[src/hdl/lzs_pkg.sv]
package lzs_pkg;

   localparam int BYTE_W                = 8;
   localparam int LEN_W                 = 32;
   localparam int STATUS_W              = 2;
   localparam int OUT_LANES             = 4;
   localparam int LANE_AW               = $clog2(OUT_LANES);
   localparam int FILL_W                = $clog2(OUT_LANES + 1);
   localparam int HISTORY_DEPTH_DEFAULT = 256;

   localparam int CSR_INDEX_W = 1;
   localparam int CSR_DATA_W  = 32;

   localparam logic [CSR_INDEX_W-1:0] CSR_MARKER_VALUE    = 1'd0;
   localparam logic [CSR_INDEX_W-1:0] CSR_EXPECTED_LENGTH = 1'd1;

   localparam logic [STATUS_W-1:0] STATUS_OK              = 2'd0;
   localparam logic [STATUS_W-1:0] STATUS_TRUNCATED       = 2'd1;
   localparam logic [STATUS_W-1:0] STATUS_BAD_DISTANCE    = 2'd2;
   localparam logic [STATUS_W-1:0] STATUS_LENGTH_MISMATCH = 2'd3;

   // request from the control path to close one result word
   typedef struct packed {
      logic                valid;
      logic                run_last;
      logic                stream_done;
      logic [STATUS_W-1:0] status;
   } lzs_flush_type;

endpackage

[src/hdl/lzs_ram.sv]
module lzs_ram #(
   parameter int WIDTH = lzs_pkg::BYTE_W,
   parameter int DEPTH = lzs_pkg::HISTORY_DEPTH_DEFAULT
) (
   input  logic                     clock,
   input  logic                     wr_en,
   input  logic [$clog2(DEPTH)-1:0] wr_addr,
   input  logic [WIDTH-1:0]         wr_data,
   input  logic                     rd_en,
   input  logic [$clog2(DEPTH)-1:0] rd_addr,
   output logic [WIDTH-1:0]         rd_data
);

   logic [WIDTH-1:0] mem_ff [DEPTH];
   logic [WIDTH-1:0] rd_data_ff;

   always_ff @(posedge clock) begin
      if (wr_en) begin
         mem_ff[wr_addr] <= wr_data;
      end
      if (rd_en) begin
         rd_data_ff <= mem_ff[rd_addr];
      end
   end

   assign rd_data = rd_data_ff;

endmodule

[src/hdl/lzs_packer.sv]
module lzs_packer (
   input  logic                         clock,
   input  logic                         reset,
   input  logic                         push_valid,
   input  logic [lzs_pkg::BYTE_W-1:0]   push_byte,
   input  lzs_pkg::lzs_flush_type       flush,
   output logic [lzs_pkg::FILL_W-1:0]   fill_count,
   output logic                         load_ready,
   output logic                         rsp_valid,
   input  logic                         rsp_stall,
   output logic [lzs_pkg::BYTE_W-1:0]   rsp_out_byte_0,
   output logic [lzs_pkg::BYTE_W-1:0]   rsp_out_byte_1,
   output logic [lzs_pkg::BYTE_W-1:0]   rsp_out_byte_2,
   output logic [lzs_pkg::BYTE_W-1:0]   rsp_out_byte_3,
   output logic [2:0]                   rsp_byte_count,
   output logic                         rsp_run_last,
   output logic                         rsp_stream_done,
   output logic [lzs_pkg::STATUS_W-1:0] rsp_status
);

   import lzs_pkg::*;

   logic [BYTE_W-1:0]   lane_ff [OUT_LANES];
   logic [BYTE_W-1:0]   lane_in [OUT_LANES];
   logic [FILL_W-1:0]   fill_ff, fill_in;

   logic [BYTE_W-1:0]   out_lane_ff [OUT_LANES];
   logic [BYTE_W-1:0]   out_lane_in [OUT_LANES];
   logic [FILL_W-1:0]   out_count_ff, out_count_in;
   logic                out_valid_ff, out_valid_in;
   logic                out_run_last_ff, out_run_last_in;
   logic                out_done_ff, out_done_in;
   logic [STATUS_W-1:0] out_status_ff, out_status_in;

   assign load_ready = !out_valid_ff || !rsp_stall;
   assign fill_count = fill_ff;

   always_comb begin
      lane_in         = lane_ff;
      fill_in         = fill_ff;
      out_lane_in     = out_lane_ff;
      out_count_in    = out_count_ff;
      out_run_last_in = out_run_last_ff;
      out_done_in     = out_done_ff;
      out_status_in   = out_status_ff;
      out_valid_in    = out_valid_ff && rsp_stall;

      if (push_valid) begin
         lane_in[fill_ff[LANE_AW-1:0]] = push_byte;
         fill_in = fill_ff + 1'b1;
      end

      if (flush.valid) begin
         for (int j = 0; j < OUT_LANES; j++) begin
            out_lane_in[j] = (FILL_W'(j) < fill_ff) ? lane_ff[j] : '0;
         end
         out_count_in    = fill_ff;
         out_run_last_in = flush.run_last;
         out_done_in     = flush.stream_done;
         out_status_in   = flush.status;
         out_valid_in    = 1'b1;
         fill_in         = '0;
      end
   end

   always_ff @(posedge clock) begin
      if (reset) begin
         fill_ff      <= '0;
         out_valid_ff <= 1'b0;
      end else begin
         fill_ff      <= fill_in;
         out_valid_ff <= out_valid_in;
      end
      lane_ff         <= lane_in;
      out_lane_ff     <= out_lane_in;
      out_count_ff    <= out_count_in;
      out_run_last_ff <= out_run_last_in;
      out_done_ff     <= out_done_in;
      out_status_ff   <= out_status_in;
   end

   assign rsp_valid       = out_valid_ff;
   assign rsp_out_byte_0  = out_lane_ff[0];
   assign rsp_out_byte_1  = out_lane_ff[1];
   assign rsp_out_byte_2  = out_lane_ff[2];
   assign rsp_out_byte_3  = out_lane_ff[3];
   assign rsp_byte_count  = 3'(out_count_ff);
   assign rsp_run_last    = out_run_last_ff;
   assign rsp_stream_done = out_done_ff;
   assign rsp_status      = out_status_ff;

endmodule

[src/hdl/lzs_marker_decompressor_core.sv]
// Order: a literal or escape byte is written to history and pushed into the packer on its
// transfer; a copy reads history, then writes and pushes each byte. A result word is closed
// when the four packer lanes are full, or at the end of an item that left bytes or ends the
// stream. A copy does one history read per cycle while the four-lane packer has room, and a
// result that waits on rsp_stall holds the core. Input is taken only between items.
// Reset: synchronous; clears token state, counters, the write pointer and both CSR registers; history kept.
module lzs_marker_decompressor_core #(
   parameter int HISTORY_DEPTH = lzs_pkg::HISTORY_DEPTH_DEFAULT
) (
   input  logic                           clock,
   input  logic                           reset,

   input  logic                           req_valid,
   output logic                           req_stall,
   input  logic [lzs_pkg::BYTE_W-1:0]     req_in_byte,
   input  logic                           req_end_of_stream,

   output logic                           rsp_valid,
   input  logic                           rsp_stall,
   output logic [lzs_pkg::BYTE_W-1:0]     rsp_out_byte_0,
   output logic [lzs_pkg::BYTE_W-1:0]     rsp_out_byte_1,
   output logic [lzs_pkg::BYTE_W-1:0]     rsp_out_byte_2,
   output logic [lzs_pkg::BYTE_W-1:0]     rsp_out_byte_3,
   output logic [2:0]                     rsp_byte_count,
   output logic                           rsp_run_last,
   output logic                           rsp_stream_done,
   output logic [lzs_pkg::STATUS_W-1:0]   rsp_status,

   input  logic                           csr_write_enable,
   input  logic [lzs_pkg::CSR_INDEX_W-1:0] csr_index,
   input  logic [lzs_pkg::CSR_DATA_W-1:0] csr_write_data
);

   import lzs_pkg::*;

   localparam int AW = $clog2(HISTORY_DEPTH);

   typedef enum logic [1:0] {
      ST_IDLE = 2'b01,
      ST_RUN  = 2'b10
   } state_type;

   typedef enum logic [2:0] {
      PH_PLAIN = 3'b001,
      PH_DIST  = 3'b010,
      PH_COUNT = 3'b100
   } phase_type;

   state_type           state_ff, state_in;
   phase_type           phase_ff, phase_in;
   logic [BYTE_W-1:0]   saved_ff, saved_in;
   logic [STATUS_W-1:0] error_ff, error_in;
   logic [LEN_W-1:0]    produced_ff, produced_in;
   logic [AW-1:0]       wp_ff, wp_in;
   logic                last_ff, last_in;
   logic [BYTE_W-1:0]   remaining_ff, remaining_in;
   logic [AW-1:0]       rd_ptr_ff, rd_ptr_in;
   logic                inflight_ff, fwd_ff, fwd_in;
   logic [BYTE_W-1:0]   last_byte_ff, last_byte_in;
   logic [BYTE_W-1:0]   marker_ff;
   logic [LEN_W-1:0]    expected_ff;

   logic                accept, is_marker, issue, final_cond;
   logic [BYTE_W-1:0]   dist_adj;
   logic [BYTE_W-1:0]   copy_byte, ram_rd_data;
   logic                lit_emit, emit_valid;
   logic [BYTE_W-1:0]   emit_byte;
   logic [FILL_W-1:0]   fill_count;
   logic                load_ready;
   logic [STATUS_W-1:0] end_status;
   lzs_flush_type       flush;

   assign req_stall  = (state_ff != ST_IDLE);
   assign accept     = req_valid && !req_stall;
   assign is_marker  = (req_in_byte == marker_ff);
   assign dist_adj   = req_in_byte - BYTE_W'(req_in_byte > marker_ff);
   assign copy_byte  = fwd_ff ? last_byte_ff : ram_rd_data;

   // keep the read one slot ahead of the packer so arriving data always fits
   assign issue      = (state_ff == ST_RUN) && (remaining_ff != '0)
                       && ((fill_count + FILL_W'(inflight_ff)) < FILL_W'(OUT_LANES));
   assign final_cond = (state_ff == ST_RUN) && (remaining_ff == '0) && !inflight_ff;

   always_comb begin
      if (error_ff != STATUS_OK) begin
         end_status = error_ff;
      end else if (phase_ff != PH_PLAIN) begin
         end_status = STATUS_TRUNCATED;
      end else if (produced_ff != expected_ff) begin
         end_status = STATUS_LENGTH_MISMATCH;
      end else begin
         end_status = STATUS_OK;
      end
   end

   always_comb begin
      state_in     = state_ff;
      phase_in     = phase_ff;
      saved_in     = saved_ff;
      error_in     = error_ff;
      produced_in  = produced_ff;
      wp_in        = wp_ff;
      last_in      = last_ff;
      remaining_in = remaining_ff;
      rd_ptr_in    = rd_ptr_ff;
      fwd_in       = 1'b0;
      last_byte_in = last_byte_ff;
      lit_emit     = 1'b0;
      flush        = '0;

      if (accept) begin
         state_in = ST_RUN;
         last_in  = req_end_of_stream;
         if (error_ff == STATUS_OK) begin
            case (phase_ff)
               PH_PLAIN: begin
                  if (is_marker) begin
                     phase_in = PH_DIST;
                  end else begin
                     lit_emit = 1'b1;
                  end
               end
               PH_DIST: begin
                  if (is_marker) begin
                     lit_emit = 1'b1;
                     phase_in = PH_PLAIN;
                  end else if (dist_adj == '0 || LEN_W'(dist_adj) > produced_ff) begin
                     error_in = STATUS_BAD_DISTANCE;
                     phase_in = PH_PLAIN;
                  end else begin
                     saved_in = dist_adj;
                     phase_in = PH_COUNT;
                  end
               end
               default: begin
                  remaining_in = req_in_byte;
                  rd_ptr_in    = wp_ff - AW'(saved_ff);
                  phase_in     = PH_PLAIN;
               end
            endcase
         end
      end

      if (issue) begin
         rd_ptr_in    = rd_ptr_ff + 1'b1;
         remaining_in = remaining_ff - 1'b1;
         // the entry is written this very cycle by the byte now arriving
         fwd_in       = inflight_ff && (rd_ptr_ff == wp_ff);
      end

      emit_valid = lit_emit || inflight_ff;
      emit_byte  = lit_emit ? req_in_byte : copy_byte;
      if (emit_valid) begin
         wp_in        = wp_ff + 1'b1;
         produced_in  = (produced_ff != '1) ? produced_ff + 1'b1 : produced_ff;
         last_byte_in = emit_byte;
      end

      if ((state_ff == ST_RUN) && !final_cond && (fill_count == FILL_W'(OUT_LANES))
          && load_ready) begin
         flush.valid = 1'b1;
      end

      if (final_cond) begin
         if (fill_count == '0 && !last_ff) begin
            state_in = ST_IDLE;
         end else if (load_ready) begin
            flush.valid       = 1'b1;
            flush.run_last    = 1'b1;
            flush.stream_done = last_ff;
            flush.status      = last_ff ? end_status : STATUS_OK;
            state_in          = ST_IDLE;
            if (last_ff) begin
               phase_in    = PH_PLAIN;
               saved_in    = '0;
               error_in    = STATUS_OK;
               produced_in = '0;
               wp_in       = '0;
            end
         end
      end
   end

   always_ff @(posedge clock) begin
      if (reset) begin
         state_ff     <= ST_IDLE;
         phase_ff     <= PH_PLAIN;
         saved_ff     <= '0;
         error_ff     <= STATUS_OK;
         produced_ff  <= '0;
         wp_ff        <= '0;
         last_ff      <= 1'b0;
         remaining_ff <= '0;
         inflight_ff  <= 1'b0;
         fwd_ff       <= 1'b0;
         marker_ff    <= '0;
         expected_ff  <= '0;
      end else begin
         state_ff     <= state_in;
         phase_ff     <= phase_in;
         saved_ff     <= saved_in;
         error_ff     <= error_in;
         produced_ff  <= produced_in;
         wp_ff        <= wp_in;
         last_ff      <= last_in;
         remaining_ff <= remaining_in;
         inflight_ff  <= issue;
         fwd_ff       <= fwd_in;
         if (csr_write_enable) begin
            case (csr_index)
               CSR_MARKER_VALUE:    marker_ff   <= csr_write_data[BYTE_W-1:0];
               CSR_EXPECTED_LENGTH: expected_ff <= csr_write_data[LEN_W-1:0];
               default: ;
            endcase
         end
      end
      rd_ptr_ff    <= rd_ptr_in;
      last_byte_ff <= last_byte_in;
   end

   lzs_ram #(
      .WIDTH (BYTE_W),
      .DEPTH (HISTORY_DEPTH)
   ) u_history (
      .clock   (clock),
      .wr_en   (emit_valid),
      .wr_addr (wp_ff),
      .wr_data (emit_byte),
      .rd_en   (issue),
      .rd_addr (rd_ptr_ff),
      .rd_data (ram_rd_data)
   );

   lzs_packer u_packer (
      .clock           (clock),
      .reset           (reset),
      .push_valid      (emit_valid),
      .push_byte       (emit_byte),
      .flush           (flush),
      .fill_count      (fill_count),
      .load_ready      (load_ready),
      .rsp_valid       (rsp_valid),
      .rsp_stall       (rsp_stall),
      .rsp_out_byte_0  (rsp_out_byte_0),
      .rsp_out_byte_1  (rsp_out_byte_1),
      .rsp_out_byte_2  (rsp_out_byte_2),
      .rsp_out_byte_3  (rsp_out_byte_3),
      .rsp_byte_count  (rsp_byte_count),
      .rsp_run_last    (rsp_run_last),
      .rsp_stream_done (rsp_stream_done),
      .rsp_status      (rsp_status)
   );

endmodule

[config.mk]
export PLATFORM = sky130hd
export DESIGN_NAME = lzs_marker_decompressor_core
export DESIGN_NICKNAME = d
export VERILOG_FILES = /design/src/hdl/lzs_pkg.sv /design/src/hdl/lzs_ram.sv /design/src/hdl/lzs_packer.sv /design/src/hdl/lzs_marker_decompressor_core.sv
export SDC_FILE = /design/constraint.sdc
export NUM_CORES = 2
export LEC_CHECK = 0
export BUFFER_PORTS_ARGS = -buffer_cell sky130_fd_sc_hd__buf_2
export CAP_MARGIN = 20
export CORE_UTILIZATION = 36
export DETAILED_ROUTE_END_ITERATION = 8
export GPL_TIMING_DRIVEN = 0
export PLACE_DENSITY_LB_ADDON = 0.25
export RECOVER_POWER = 100
export SYNTH_ARGS = -nofsm -noshare
export SYNTH_HDL_FRONTEND = slang
export SYNTH_SLANG_ARGS = --single-unit
[constraint.sdc]
create_clock -name clock -period 44.8 [get_ports clock]
set_clock_uncertainty 0.2 [all_clocks]
set_input_delay 4.48 -clock clock [delete_from_list [all_inputs] [get_ports clock]]
set_output_delay 4.48 -clock clock [all_outputs]
set_load 0.02 [all_outputs]
### After elaboration in Yosys (flattened, before gate mapping)

Memories as Yosys holds them, arrays and structs flattened. A register that Yosys moved wholly into a read port is not among the register bits.
Index checks and enable logic that the tools add are counted.

| storage, ports and cells | value |
|---|---|
| bits in registers | 197 |
| memory bits (writable) | 2048 |
| logic and storage cells | 173 |
| memories kept | 1 |

| cells by class | value |
|---|---|
| $add $sub $neg | 8 |
| $lt $le $gt $ge | 9 |
| eq/ne operators | 11 |
| muxes and demuxes | 72 |
| bitwise logic cells | 6 |
| reductions and logical operators | 38 |

Memories:

| name | depth | width | read ports | clocked after Yosys merged registers in | wr ports | line | RTL |
|---|---|---|---|---|---|---|---|
| u_history.mem_ff | 256 | 8 | 1 | 1 | 1 | lzs_ram.sv:14 | `logic [WIDTH-1:0] mem_ff [DEPTH];` |

Operators with widths:

| operator | count |
|---|---|
| two-way mux 8 bit | 25 |
| two-way mux 32 bit | 6 |
| two-way mux 2 bit | 17 |
| adder 32 x 1 -> 32 bit (second input constant) | 1 |
| bitwise mux 32 bit | 1 |
| > comparator 8 x 32 -> 1 bit | 1 |
| inequality test 32 bit | 1 |
| inequality test 32 bit (second input constant) | 1 |
| two-way mux 3 bit | 9 |
| adder 8 x 1 -> 8 bit (second input constant) | 2 |
| demux 8 bit (select 2 bit) | 1 |
| == test 8 bit | 2 |
| logical NOT 8 bit | 2 |
| two-way mux 5 bit | 3 |
| logical AND 1 bit | 12 |
| > comparator 8 bit | 1 |
| two-way mux 1 bit | 8 |
| nonzero test 8 bit | 1 |
| OR reduction 2 bit | 4 |
| subtractor 8 x 1 -> 8 bit | 1 |
| subtractor 8 x 1 -> 8 bit (second input constant) | 1 |
| subtractor 8 bit | 1 |
| logical NOT 1 bit | 6 |
| less-than comparator 1 x 3 -> 1 bit (first input constant) | 2 |
| other kinds (24) | 35 |

### Depth between registers and ports, before layout

| logic depth | value |
|---|---|
| depth after elaboration | 13 |
| depth in mapped cells | 23 |
| depth with buffers taken out | 22 |

### By module

A second synthesis with hierarchy kept.

| second synthesis, totals | value |
|---|---|
| cell total of the unflattened synthesis | 4694 |
| area, all modules | 89056.7 µm² |

By module, submodules not included:

| module | times used | cells an instance | area an instance (µm²) | sequential area each (µm²) |
|---|---|---|---|---|
| lzs_ram | 1 | 3733 | 79636.4 | 61739.2 |
| lzs_marker_decompressor_core | 1 | 829 | 6825.3 | 2602.5 |
| lzs_packer | 1 | 132 | 2595.0 | 2212.1 |

### Worst setup path before layout

No wires, ideal clock.

| timing path | value |
|---|---|
| kind | input to register |
| from | input port req_in_byte[0] (netlist name) |
| to | register last_byte_ff[5], data pin |
| arrival time | 15.594 ns |
| data required time | 42.374 ns |
| slack | 26.780 ns |
| stages | 7 |
| buffers on the path | 1 |
| path through | inv_1 ha_1 nand4_1 o21bai_1 a21oi_4 clkbuf_1 o21ai_0 |

| on the way | value |
|---|---|
| cells in the longest elaborated chain, start to end | 6 |
| elaborated cells on any way between the ends | 7 |
| those cells by class | eq/ne (1); mux (6) |

RTL lines:

| item | line | RTL |
|---|---|---|
| start, declared | lzs_marker_decompressor_core.sv:15 | `input logic [lzs_pkg::BYTE_W-1:0] req_in_byte,` |
| == test 8 bit (*) | lzs_marker_decompressor_core.sv:75 | `assign is_marker = (req_in_byte == marker_ff);` |
| two-way mux 1 bit, on equally long branches | lzs_marker_decompressor_core.sv:124, lzs_marker_decompressor_core.sv:117 |  |
| case mux 1 bit (2 select lines) (*) | lzs_marker_decompressor_core.sv:115 | `case (phase_ff)` |
| two-way mux 1 bit (*) | lzs_marker_decompressor_core.sv:114 | `if (error_ff == STATUS_OK) begin` |
| two-way mux 1 bit (*) | lzs_marker_decompressor_core.sv:111 | `if (accept) begin` |
| two-way mux 8 bit (*) | lzs_marker_decompressor_core.sv:152 | `emit_byte = lit_emit ? req_in_byte : copy_byte;` |
| via emit_byte[5] | lzs_marker_decompressor_core.sv:67 | `logic [BYTE_W-1:0] emit_byte;` |
| end signal, assigned | lzs_marker_decompressor_core.sv:218 | `last_byte_ff <= last_byte_in;` |
| end, declared | lzs_marker_decompressor_core.sv:59 | `logic [BYTE_W-1:0] last_byte_ff, last_byte_in;` |

Mark *: on every way through the listed nets, which the timed path passes. The rest lies on a longest branch.
A chain may end at the register's enable or synchronous reset.

### Worst setup path in the final report

| timing path | value |
|---|---|
| from | input port req_in_byte[5] (netlist name) |
| to | memory u_history.mem_ff[225][1] (netlist name), data pin |

| on the way | value |
|---|---|
| cells in the longest elaborated chain, start to end | 6 |
| elaborated cells on any way between the ends | 7 |
| those cells by class | eq/ne (1); mux (6) |

RTL lines:

| item | line |
|---|---|
| == test 8 bit (*) | lzs_marker_decompressor_core.sv:75 |
| two-way mux 1 bit, on equally long branches | lzs_marker_decompressor_core.sv:124, lzs_marker_decompressor_core.sv:117 |
| case mux 1 bit (2 select lines) (*) | lzs_marker_decompressor_core.sv:115 |
| two-way mux 1 bit (*) | lzs_marker_decompressor_core.sv:114 |
| two-way mux 1 bit (*) | lzs_marker_decompressor_core.sv:111 |
| two-way mux 8 bit (*) | lzs_marker_decompressor_core.sv:152 |
| via emit_byte[1] | lzs_marker_decompressor_core.sv:67 |
| end, declared | lzs_ram.sv:14 |

Marked as above.

==> run_results.csv <==
group,metric,value,unit
yosys,synth.most_common_cell,"edfxtp_1",
yosys,synth_top_area_cell,"edfxtp_1",
worst_setup_path,cp_num_buf_inv,5,
yosys,synth.area.top_cells,"edfxtp_1, mux4_2, mux2i_1",
die,die_w,500.4,um
drt,drt_iter0_markers,8719,
worst_setup_path,arrival,14.21,ns
yosys,yosys_warnings,0,
min_path,min_from,"u_packer.fill_count[2]",
drt,avgRoutedWirePerCell,40.28,um
worst_setup_path,worst-r2r-cell-count,10,
sta,slew_headroom,-157.7,%
place,gp_congestion,1.004,
die,die_h,500.4,um
yosys,avgSynthCellArea,18.92,sq um
clocking,ctsHoldBuffers,0,
outcome,violations,"capacitance limit, slew limit",
cells_and_area,multi_input_area,0.02106,sq mm
global_routing,grt_use_total,27.53,%
clocking,cts_buffers,223,
yosys,synth_edf_count,2143,
min_path,hold_depth,0,
cells_and_area,syn2layout_area_growth,13.67,%
sta,timing.fmax,0.07143,GHz
sta,setup_viol_count_final,0,
drt,drt-total-wl,348800,um
yosys,postSynth.asyncResetShare,0,%
sta,worst_pin_slew,3.826,ns
yosys,postSynthNetCount,4812,
worst_setup_path,cp-start-kind,"input pin",
global_routing,antenna_found_initial,27,
clocking,clock_path_buffers,3,
die,core,0.2464,sq mm
worst_setup_path,critical_path.max_stage_delay,2.92,ns
drt,firstDrtPassIters,6,
cells_and_area,layout-drive-gt1-share,19.18,%
worst_setup_path,path_cells,"clkbuf_1 -> ha_1 -> nand4_1 -> or3_1 -> a21oi_1 -> o21ai_0 -> clkbuf_1 -> clkbuf_1 -> clkbuf_1 -> clkbuf_1",
worst_setup_path,crit_fanout,43,
place,io_buffers,87,
power_and_ir_drop,power_density,42.28,mW/mm^2
power_and_ir_drop,pwr-share-clk,42.6,%
sta,setup_tns,0,ns
outcome,status,"finished with violations",
power_and_ir_drop,comb_power_share,2.7,%
drt,viasPerCell,6.070,
min_path,hold_end,"u_packer.rsp_byte_count[2]",
die,boundaryPins,88,
power_and_ir_drop,p_switching,0.9399,mW
sta,hold_viol,0,
clocking,ctsResizeCount,0,
cells_and_area,nNetsFinal,5233,
global_routing,first_global_vias,48960,
cells_and_area,regArea,0.06655,sq mm
yosys,netlist_area,0.08944,sq mm
global_routing,grt_pass1_wl,455900,um
clocking,clock-root-buffer,"clkbuf_16",
cells_and_area,fillerInstances,22110,
yosys,ys_ff_latch,2253,
clocking,cts_tree,"built",
worst_setup_path,crit_required,45.01,ns
power_and_ir_drop,pwr-share-seq,54.7,%
sta,finalCriticalPeriod,14.00,ns
clocking,clk_pin_slew_worst_paths,0.06,ns
drt,num_vias,52560,
global_routing,gr-total-overflow,0,
power_and_ir_drop,total_power,4.298,mW
worst_setup_path,r2r_end,"u_history.mem_ff[225][1]",
die,row_count,182,
worst_setup_path,endpoint_kind,"flop",
yosys,synth_commonest_cells,"edfxtp_1, mux4_2, nor2_1",
die,die_area,0.2504,sq mm
worst_setup_path,reg2reg_from,"marker_ff[5]",
yosys,yosysSeqAreaShare,74.41,%
sta,rsz0062_at_grt,"no",
power_and_ir_drop,ir_worst_vdd,0.00002890,V
worst_setup_path,crit_top_cell,"clkbuf_1",
yosys,synth_top_area_share,71.95,%
worst_setup_path,critPathSlowestCell,"o21ai_0",
min_path,holdCritPathClass,"flop to flop",
sta,post-route-period-util,31.25,%
die,initial_core_util,36.30,%
global_routing,grt_max_degree,44,
flow_run,max_cap_viol_count,79,
clocking,ctsHtreeMaxLevel,4,
clocking,post_cts_buffers,0,
worst_setup_path,critical-path-top-delay-family,"buffers and inverters",
sta,maxSlewViolCount,2104,
place,dpl.hpwl,233400,um
drt,drcViolationCount,0,
power_and_ir_drop,leakagePower,32.07,nW
power_and_ir_drop,sw_frac_of_total,21.87,%
worst_setup_path,ff2ff_setup_slack,34.41,ns
power_and_ir_drop,power.internal,3.358,mW
yosys,ys_types,82,
clocking,insertion_delay,0.90,ns
clocking,cts.sinks,2253,
yosys,synthFlopType,"edfxtp_1",
drt,ant_nets,0,
yosys,postSynthCellCount,4727,
worst_setup_path,worstSetupPathType,"input pin to flop",
[layout by cell type (no fill, tap or decap), drive strengths merged, types with 68 or more instances in the layout]
cell type and count:
edfxtp 2143, clkbuf 556, mux4 453, nor2 381
mux2i 238, buf 215, nand2 188, a21oi 137
dfxtp 110, clkinv 98, o21ai 68
[power groups by stage]
stage / Clock (mW) / Combinational, mW / Sequential (mW)
floorplan: 0 / 0.0531 / 2.44
global placement: 0 / 0.103 / 2.49
detailed placement: 0 / 0.141 / 2.39
CTS: 1.84 / 0.141 / 2.34
global route: 1.91 / 0.122 / 2.35
finish: 1.83 / 0.117 / 2.35
[worst max path at each step]
stage              startpoint  slack, ns  depth (start not counted)                       end
2_1_floorplan  req_in_byte[0]      26.78                          7           last_byte_ff[5]
6_report       req_in_byte[5]      30.80                         10  u_history.mem_ff[225][1]
5_1_grt        req_in_byte[5]      30.55                         10  u_history.mem_ff[232][1]
3_3_place_gp   req_in_byte[4]      12.23                          7  u_history.mem_ff[208][6]
4_1_cts        req_in_byte[4]      35.94                         11  u_history.mem_ff[216][1]
3_5_place_dp   req_in_byte[4]      35.01                         11  u_history.mem_ff[216][4]
[per-layer routing]
layer	up-vias	global-route usage [%]	part of all wire, %
met5	-	0.3280	0.048
met4	14	15.45	6.7
li1	19900	-	-
met3	940	9.435	13
met1	27740	36.16	37
met2	3967	39.72	42
[area by class of cell]
type	instances	area share [%]
diodes	14	0.03446
plain buffers	281	1.536
clock buffers	294	5.845
clock inverters	117	0.9870
inverters	43	0.1588
multi-input cells	2150	20.72
flip-flops and latches	2253	65.47
well taps	3312	4.076
repair buffers	196	1.180
[worst register-to-register path, cell delays in order, from the launching register on]
cell      delay, ns
dfxtp_1        0.33
inv_1          0.05
ha_1           0.29
nand4_1        0.14
o21bai_1       0.15
a21oi_1        0.25
o21ai_0        2.92
clkbuf_1       1.48
clkbuf_1       1.32
clkbuf_1       1.34
clkbuf_1       1.42
[registers in the layout (all words and copies together) (netlist names), 32 cells and up]
signal,flops
expected_ff,32
produced_ff,32
u_history.mem_ff,2048
u_packer.lane_ff,32
[metrics by stage]
step                worst slack, ns  cell area, sq um  hold slack, ns  utilization [%]  std cells
floorplan                     26.78             89440          0.2064                -       4727
global placement              12.23             94020          0.2222            38.16       8126
detailed placement            35.01             96160          0.2176            39.03       8226
CTS                           35.94            103100          0.2320            41.85       8637
global route                  30.55            101600          0.2551            41.25       8647
finish                        30.80            101700          0.2285            41.26       8660
[kinds of logic (layout without fill, tap and decap cells)]
| family | after synthesis | in the layout | share of synthesized area (%) |
|---|---|---|---|
| flip-flops | 2253 | 2253 | 74.41 |
| buffers and inverters | 324 | 931 | 1.945 |
| adder cells (fa/ha/maj) | 38 | 38 | 0.5400 |
| other | 0 | 14 | 0 |
| XOR/XNOR | 95 | 95 | 0.9303 |
| multiplexers | 729 | 729 | 14.55 |
| AO/OA/AOI/OAI | 441 | 441 | 3.290 |
| AND/OR/NAND/NOR | 847 | 847 | 4.328 |
Power figures use the tool's default switching activity.
